===== src/hdl/bqb_pkg.sv =====
package bqb_pkg;

  // Number of button channels that are processed, and the hold counter width.
  localparam int CHANNELS    = 16;
  localparam int COUNT_WIDTH = 8;

  // Fixed widths of the transaction fields and configuration registers.
  localparam int WORD_WIDTH  = 16;
  localparam int LIMIT_WIDTH = 8;
  localparam int CFG_WIDTH   = 64;
  localparam int CFG_IDX_W   = 2;

  typedef logic [COUNT_WIDTH-1:0] count_t;
  localparam count_t COUNT_MAX = {COUNT_WIDTH{1'b1}};

  // Channel modes; the unused code behaves as push.
  typedef enum logic [1:0] {
    MODE_PUSH    = 2'd0,
    MODE_IMPULSE = 2'd1,
    MODE_TOGGLE  = 2'd2
  } mode_t;

  // Configuration register indexes.
  localparam logic [CFG_IDX_W-1:0] REG_MODES       = 2'd0;
  localparam logic [CFG_IDX_W-1:0] REG_LIMITS_LOW  = 2'd1;
  localparam logic [CFG_IDX_W-1:0] REG_LIMITS_HIGH = 2'd2;

  // Reset values: channel 5 toggles with a limit of 5, channels 6 and 7 give
  // impulses, every other channel is push with a limit of 2.
  localparam logic [31:0] MODES_RESET       = 32'h0000_5800;
  localparam logic [63:0] LIMITS_LOW_RESET  = 64'h0202_0502_0202_0202;
  localparam logic [63:0] LIMITS_HIGH_RESET = 64'h0202_0202_0202_0202;

  // Control group handed from the top level to each lane.
  typedef struct packed {
    logic   advance;
    logic   level;
    mode_t  mode;
    count_t limit;
  } lane_ctl_t;

  // A limit byte reduced to the counter width.
  function automatic count_t limit_of(input logic [LIMIT_WIDTH-1:0] b);
    logic [LIMIT_WIDTH+COUNT_WIDTH-1:0] ext;
    begin
      ext = {{COUNT_WIDTH{1'b0}}, b};
      limit_of = ext[COUNT_WIDTH-1:0];
    end
  endfunction

endpackage


===== src/hdl/bqb_in_if.sv =====
interface bqb_in_if;
  logic                           valid;
  logic                           ready;
  logic [bqb_pkg::WORD_WIDTH-1:0] button_levels;

  modport source (output valid, output button_levels, input ready);
  modport sink   (input valid, input button_levels, output ready);
endinterface


===== src/hdl/bqb_out_if.sv =====
interface bqb_out_if;
  logic                           valid;
  logic                           ready;
  logic [bqb_pkg::WORD_WIDTH-1:0] button_word;

  modport source (output valid, output button_word, input ready);
  modport sink   (input valid, input button_word, output ready);
endinterface


===== src/hdl/bqb_lane.sv =====
module bqb_lane (
  input  logic               clk,
  input  logic               rst_n,
  input  bqb_pkg::lane_ctl_t ctl,
  output logic               bit_nxt
);

  bqb_pkg::count_t cnt_r;
  bqb_pkg::count_t cnt_nxt;
  logic            state_r;
  logic            fire;
  logic            cnt_eq;

  // Counter and qualified bit for the coming tick.
  always_comb begin
    cnt_nxt = cnt_r;
    fire    = 1'b0;
    cnt_eq  = 1'b0;
    bit_nxt = state_r;
    case (ctl.mode)
      bqb_pkg::MODE_IMPULSE, bqb_pkg::MODE_TOGGLE: begin
        // The counter stops one past the limit so a long hold fires once.
        if (!ctl.level) begin
          cnt_nxt = '0;
          fire    = (ctl.limit == '0);
        end else if (cnt_r <= ctl.limit && cnt_r != bqb_pkg::COUNT_MAX) begin
          cnt_nxt = cnt_r + 1'b1;
          fire    = (cnt_nxt == ctl.limit);
        end
        if (ctl.mode == bqb_pkg::MODE_IMPULSE) begin
          bit_nxt = fire;
        end else begin
          bit_nxt = state_r ^ fire;
        end
      end
      default: begin
        // Push: count up to the limit and show 1 while sitting on it.
        if (!ctl.level) begin
          cnt_nxt = '0;
        end else if (cnt_r < ctl.limit) begin
          cnt_nxt = cnt_r + 1'b1;
        end
        cnt_eq  = (cnt_nxt == ctl.limit);
        bit_nxt = cnt_eq;
      end
    endcase
  end

  // State advances once per accepted transaction.
  always_ff @(posedge clk) begin
    if (!rst_n) begin
      cnt_r   <= '0;
      state_r <= 1'b0;
    end else if (ctl.advance) begin
      cnt_r   <= cnt_nxt;
      state_r <= bit_nxt;
    end
  end

endmodule


===== src/hdl/bqb_merge.sv =====
module bqb_merge (
  input  logic                           clk,
  input  logic                           rst_n,
  input  logic                           load,
  input  logic [bqb_pkg::WORD_WIDTH-1:0] lane_bits,
  output logic                           stall,
  bqb_out_if.source                      out_chan
);

  logic                           valid_r;
  logic [bqb_pkg::WORD_WIDTH-1:0] word_r;

  // The register is full and the receiver is not taking it this cycle.
  assign stall = valid_r && !out_chan.ready;

  // Output register: gathers the lane bits into one word.
  always_ff @(posedge clk) begin
    if (!rst_n) begin
      valid_r <= 1'b0;
    end else if (load) begin
      valid_r <= 1'b1;
    end else if (out_chan.ready) begin
      valid_r <= 1'b0;
    end
  end

  always_ff @(posedge clk) begin
    if (load) begin
      word_r <= lane_bits;
    end
  end

  assign out_chan.valid       = valid_r;
  assign out_chan.button_word = word_r;

endmodule


===== src/hdl/button_qualifier_bank.sv =====
// Button qualifier bank: sixteen debounced button channels sharing one tick.
//
// in_chan carries one transaction per tick: button_levels, one raw level per
// channel. out_chan returns one transaction per input transaction:
// button_word, the qualified state of every channel after that tick.
// Both channels use valid/ready; a transaction moves when both are high.
// The result is registered and appears in the cycle after its input is
// accepted; unless out_chan stalls, the sustained rate is one transaction
// per cycle, set by the single output register behind the per-channel lanes.
// While the receiver holds out_chan.ready low with a result waiting, in_chan
// ready drops and all counters hold; nothing is lost or repeated.
// The cfg port writes channel_modes (index 0), limits_low (1) and
// limits_high (2) on any cycle with cfg_we high; other indexes are ignored.
// Write configuration only while the block is idle.
// After the synchronous reset (rst_n low) all hold counters and state bits
// are zero, the registers take their default values and no result is
// pending; the block accepts input on the first cycle after reset.
module button_qualifier_bank (
  input  logic                           clk,
  input  logic                           rst_n,
  input  logic                           cfg_we,
  input  logic [bqb_pkg::CFG_IDX_W-1:0]  cfg_index,
  input  logic [bqb_pkg::CFG_WIDTH-1:0]  cfg_wdata,
  bqb_in_if.sink                         in_chan,
  bqb_out_if.source                      out_chan
);

  logic [31:0]                    modes_r;
  logic [63:0]                    limits_low_r;
  logic [63:0]                    limits_high_r;
  logic [127:0]                   limits_all;
  logic                           stall;
  logic                           advance;
  logic [bqb_pkg::WORD_WIDTH-1:0] lane_bits;

  // Configuration registers.
  always_ff @(posedge clk) begin
    if (!rst_n) begin
      modes_r       <= bqb_pkg::MODES_RESET;
      limits_low_r  <= bqb_pkg::LIMITS_LOW_RESET;
      limits_high_r <= bqb_pkg::LIMITS_HIGH_RESET;
    end else if (cfg_we) begin
      case (cfg_index)
        bqb_pkg::REG_MODES:       modes_r       <= cfg_wdata[31:0];
        bqb_pkg::REG_LIMITS_LOW:  limits_low_r  <= cfg_wdata;
        bqb_pkg::REG_LIMITS_HIGH: limits_high_r <= cfg_wdata;
        default: ;
      endcase
    end
  end

  assign limits_all = {limits_high_r, limits_low_r};

  // Input handshake: accept whenever the output register can move on.
  assign in_chan.ready = !stall;
  assign advance       = in_chan.valid && !stall;

  // One lane per processed channel; any other bit stays at zero.
  for (genvar i = 0; i < bqb_pkg::WORD_WIDTH; i++) begin : g_lane
    if (i < bqb_pkg::CHANNELS) begin : g_on
      bqb_pkg::lane_ctl_t ctl;

      assign ctl.advance = advance;
      assign ctl.level   = in_chan.button_levels[i];
      assign ctl.mode    = bqb_pkg::mode_t'(modes_r[2*i +: 2]);
      assign ctl.limit   = bqb_pkg::limit_of(limits_all[8*i +: 8]);

      bqb_lane u_lane (
        .clk     (clk),
        .rst_n   (rst_n),
        .ctl     (ctl),
        .bit_nxt (lane_bits[i])
      );
    end else begin : g_off
      assign lane_bits[i] = 1'b0;
    end
  end

  // Merge the lane bits into the result word.
  bqb_merge u_merge (
    .clk       (clk),
    .rst_n     (rst_n),
    .load      (advance),
    .lane_bits (lane_bits),
    .stall     (stall),
    .out_chan  (out_chan)
  );

endmodule


===== src/flat_wrapper.sv =====
// flat-port wrapper written by rule: the top's interface ports become plain ports
module button_qualifier_bank_flat 
  (clk, rst_n, cfg_we, cfg_index, cfg_wdata, in_chan_valid, in_chan_button_levels, in_chan_ready, out_chan_valid, out_chan_button_word, out_chan_ready);
  bqb_in_if in_chan_i ();
  bqb_out_if out_chan_i ();
  input  logic clk;
  input  logic rst_n;
  input  logic cfg_we;
  input  logic [bqb_pkg::CFG_IDX_W-1:0] cfg_index;
  input  logic [bqb_pkg::CFG_WIDTH-1:0] cfg_wdata;
  input wire logic [$bits(in_chan_i.valid)-1:0] in_chan_valid;
  input wire logic [$bits(in_chan_i.button_levels)-1:0] in_chan_button_levels;
  output wire logic [$bits(in_chan_i.ready)-1:0] in_chan_ready;
  output wire logic [$bits(out_chan_i.valid)-1:0] out_chan_valid;
  output wire logic [$bits(out_chan_i.button_word)-1:0] out_chan_button_word;
  input wire logic [$bits(out_chan_i.ready)-1:0] out_chan_ready;
  assign in_chan_i.valid = in_chan_valid;
  assign in_chan_i.button_levels = in_chan_button_levels;
  assign in_chan_ready = in_chan_i.ready;
  assign out_chan_valid = out_chan_i.valid;
  assign out_chan_button_word = out_chan_i.button_word;
  assign out_chan_i.ready = out_chan_ready;
  button_qualifier_bank u_core (.clk(clk), .rst_n(rst_n), .cfg_we(cfg_we), .cfg_index(cfg_index), .cfg_wdata(cfg_wdata), .in_chan(in_chan_i), .out_chan(out_chan_i));
endmodule

===== config.mk =====
export PLATFORM = sky130hd
export DESIGN_NAME = button_qualifier_bank_flat
export DESIGN_NICKNAME = d
export VERILOG_FILES = /design/src/hdl/bqb_pkg.sv /design/src/hdl/bqb_in_if.sv /design/src/hdl/bqb_out_if.sv /design/src/hdl/bqb_lane.sv /design/src/hdl/bqb_merge.sv /design/src/hdl/button_qualifier_bank.sv /design/src/flat_wrapper.sv
export SDC_FILE = /design/constraint.sdc
export NUM_CORES = 1
export LEC_CHECK = 0
export BUFFER_PORTS_ARGS = -buffer_cell sky130_fd_sc_hd__buf_4
export CORE_ASPECT_RATIO = 2
export CORE_MARGIN = 3
export CORE_UTILIZATION = 45
export CTS_CLUSTER_DIAMETER = 50
export DETAILED_ROUTE_END_ITERATION = 8
export PLACE_DENSITY = 0.59
export SETUP_SLACK_MARGIN = 0.1
export SLEW_MARGIN = 40
export SYNTH_ARGS = -nofsm -noshare
export SYNTH_HDL_FRONTEND = slang
export SYNTH_HIERARCHICAL = 1
export SYNTH_SLANG_ARGS = --single-unit

===== constraint.sdc =====
create_clock -name clk -period 7.05 [get_ports clk]
set_input_delay 1.41 -clock clk [delete_from_list [all_inputs] [get_ports clk]]
set_output_delay 1.41 -clock clk [all_outputs]
set_load 0.01 [all_outputs]

==> PnR_summary.wiki <==
{| class="wikitable"
! Metric !! Value
|-
| Outcome || complete, no violations
|-
| Antenna violation net count after detailed routing || 0
|-
| Synth top area cells || sky130_fd_sc_hd__dfxtp_1 (21%), sky130_fd_sc_hd__ha_1 (6.9%), sky130_fd_sc_hd__nand2_1 (5.7%), sky130_fd_sc_hd__mux2i_1 (5.6%), sky130_fd_sc_hd__xnor2_1 (4.8%)
|-
| Vias in the first global route || 27.50k
|-
| Max_cap viols || 0
|-
| Count of unique library cells instantiated by Yosys || 74
|-
| Buf+Inv Stages, Crit Path || 2
|-
| Avg Synthesized Cell Area || 7.719 um^2
|-
| Total global routing track utilization || 26.88%
|-
| Die Span X || 185.3 um
|-
| DRC Markers || 0
|-
| First-pass GRT wire length || 147300 um
|-
| Worst path top cell family by delay || simple AND/OR/NAND/NOR gates
|-
| Synth warn || 6
|-
| Mapped Area || 28940 um^2
|-
| Placeable core region || 63270 um^2
|-
| VDD IR-drop max || 190.5 uV
|-
| Critical path's largest stage delay || 0.67 ns
|-
| Cell Chain, Critical Path || buf_4, clkinv_1, or4_1, o211ai_2, nand3_1, nor4_1, nand4_1, o21ai_0
|-
| Yosys top cell area share || 21.10%
|-
| Critical path's slowest cell || sky130_fd_sc_hd__or4_1
|-
| Met2 demand-to-capacity share in global routing || 51.42%
|-
| Number of top-level design ports || 105
|-
| Area of all placed cells without fillers || 31100 um^2
|-
| CTS Buf Count || 40
|-
| #FFs+latches synth || 321
|-
| Setup TNS || 0 ns
|-
| Top cell type by total area after synthesis || sky130_fd_sc_hd__dfxtp_1
|-
| Synthesized Nets || 3996
|-
| Cts hold-fix bufs || 0
|-
| Number of endpoints failing setup at the final stage || 0
|-
| Post-CTS Setup Bufs || 0
|-
| Final Hold Vio Count || 0
|-
| Gate count of the mapped netlist || 3749
|-
| Number of H-tree levels || 2
|-
| CTS clk-pin slew, worst paths || 0.07 ns
|-
| Detail Placement HPWL || 70110 um
|-
| Category of the worst setup path capture point || flip-flop
|-
| Aggregate global routing overflow || 0
|-
| DRC violation total after the first TritonRoute iteration || 1741
|-
| Post-cts sizing count || 0
|-
| Routed wire length per instance || 20.70 um
|-
| Total chip power || 0.004896 W
|-
| Launching element type of the critical path || input pin
|-
| Primary flip-flop cell chosen by synthesis mapping || sky130_fd_sc_hd__dfxtp_1
|-
| Leakage Power || 12.02 nW
|-
| Root buf cell || sky130_fd_sc_hd__clkbuf_16
|-
| Peak Freq || 0.2895 GHz
|-
| PwrDens || 157.4 nW/um^2
|-
| Most utilized layer in the global route result || met2
|-
| Initial DRT Pass Iterations || 5
|-
| Number of flops mapped to enable cells by yosys || 16
|-
| Layout overhead on the synthesized area || 7.453%
|-
| Total cell area at the placement stage || 29720 um^2
|-
| RSZ-0062 raised after global routing || no
|-
| Part of the Yosys area used for sequential elements || 22.76%
|-
| Maximum clock skew at final layout || 0.02557 ns
|-
| Worst-case headroom to the max-slew limit || 42.49%
|-
| Ys async rst share || 0%
|-
| Number of max-slew violations in the final report || 0
|-
| Routing usage on met1 || 27.36%
|-
| Met3 Resource Use GR || 3.526%
|-
| Worst slew pin tran || 0.8618 ns
|-
| Via-per-instance ratio || 6.273
|-
| Routed Wire Length || 93420 um
|-
| Worst endpoint data arrival time || 3.85 ns
|-
| Number of antenna violations at the first check in global routing || 5
|-
| Via total after detailed routing || 28.31k
|-
| Period utilisation layout || 48.99%
|-
| CTS tree || built
|-
| Initial Util || 45.74%
|-
| Critical path required time || 7.45 ns
|-
| Final Net Count || 3934
|-
| Maximum clock insertion buffer count || 3
|-
| Number of port buffers || 104
|-
| Vertical die dimension || 364.6 um
|-
| Final RePlAce weighted congestion || 0.9517
|-
| Die Area || 67580 um^2
|-
| Crit Path Class || input pin to flip-flop
|-
| Share of final-layout standard cells stronger than drive strength 1 || 7.988%
|-
| Clock sink count || 321
|-
| Crit Path Max Fanout || 31
|-
| Maximum number of pins on one net before global-route repair || 122
|-
| Row cnt || 130
|-
| Classification of the worst-slack hold path || flip-flop to flip-flop
|-
| Final worst path period need || 3.454 ns
|-
| Clk_lat worst skew || 0.59 ns
|}
-- power breakdown --
group / internal [W] / switching [W]
combinational: 0.000296 / 0.000494
clock: 0.00122 / 0.000920
sequential: 0.00188 / 0.0000797
-- layout by cell type (no fill, tap or decap), types with 143 or more instances in the layout --
cell type	netlist	final
sky130_fd_sc_hd__a21oi_1	208	208
sky130_fd_sc_hd__dfxtp_1	305	305
sky130_fd_sc_hd__ha_1	160	160
sky130_fd_sc_hd__inv_1	209	209
sky130_fd_sc_hd__mux2i_1	161	161
sky130_fd_sc_hd__nand2_1	441	441
sky130_fd_sc_hd__nand3_1	147	147
sky130_fd_sc_hd__nor2_1	143	143
sky130_fd_sc_hd__nor2b_1	165	164
sky130_fd_sc_hd__o21ai_0	219	219
sky130_fd_sc_hd__xnor2_1	159	159
-- routing by layer --
| layer | share of wire, % | wire length [um] | vias up |
|---|---|---|---|
| li1 | - | - | 13680 |
| met2 | 53 | 49700 | 855 |
| met5 | 0.017 | 16 | - |
| met1 | 36 | 33730 | 13430 |
| met4 | 6.5 | 6089 | 2 |
| met3 | 4.1 | 3876 | 342 |
-- cell usage after synthesis, drive strengths merged, types with 104 or more instances --
| cell | instances |
|---|---|
| inv | 209 |
| clkbuf | 145 |
| o21ai | 251 |
| nor3 | 104 |
| nand3 | 153 |
| nor2b | 178 |
| nand2 | 441 |
| nor4 | 109 |
| mux2i | 161 |
| nor2 | 143 |
| a21oi | 211 |
| ha | 160 |
| dfxtp | 305 |
| xor2 | 105 |
| xnor2 | 159 |
-- final timing paths --
check / cells past startpoint / end / slack (ns) / startpoint
setup / recovery: 8 / u_core/u_merge/out_chan.button_word[9] / 3.60 / in_chan_button_levels[9]
hold / removal: 2 / u_core/modes_r[5] / 0.46 / u_core/modes_r[5]
setup reg to reg: 10 / u_core/g_lane[8].g_on.u_lane/cnt_r[1] / 3.77 / u_core/limits_high_r[5]
hold reg to reg: 2 / u_core/modes_r[5] / 0.46 / u_core/modes_r[5]
-- state kept, by name, summed over array words and instances, names as in the netlist --
signal                               flops
u_core/g_lane.g_on.u_lane/cnt_r        128
u_core/limits_high_r                    64
u_core/limits_low_r                     64
u_core/modes_r                          32
u_core/g_lane.g_on.u_lane/state_r       16
u_core/u_merge/out_chan.button_word     16
u_core/u_merge/out_chan.valid            1
-- through the flow --
step	std cells	worst slack, ns	utilization [%]	hold WS (ns)
6_report	4513	3.596	49.15	0.4562
3_3_place_gp	4436	3.145	46.88	0.4434
2_1_floorplan	3749	1.196	-	0.4347
4_1_cts	4510	3.696	49.12	0.4584
3_5_place_dp	4437	3.082	46.97	0.4493
5_1_grt	4511	3.495	49.14	0.4784
-- layout make-up --
cell class,count,area (um^2)
inverter,212,795.8
timing repair buffer,122,968.4
tap,792,991.0
fill,6329,32180
sequential,321,6586
antenna,3,7.507
clock buffer,50,1111
clock inverter,23,249.0
multi-input combinational,2990,20390
-- worst min-delay path, delay by kind of cell (launching register included) --
family | cells | cell delay (ns)
mux | 1 | 0.05
flops | 1 | 0.31
simple gates | 1 | 0.05
-- logic make-up (layout without fill, tap and decap cells) --
logic type	Yosys count	count (layout)	synth area share (%)
and+or+nand+nor	1434	1434	26.39
other	0	3	0
AOI/OAI and AO/OA	971	971	23.37
adders and majority gates	160	160	6.917
DFF	321	321	22.76
buffers and inverters	438	407	7.008
muxes	161	161	5.569
xor gates and xnor gates	264	264	7.990
Power figures use the tool's default switching activity.
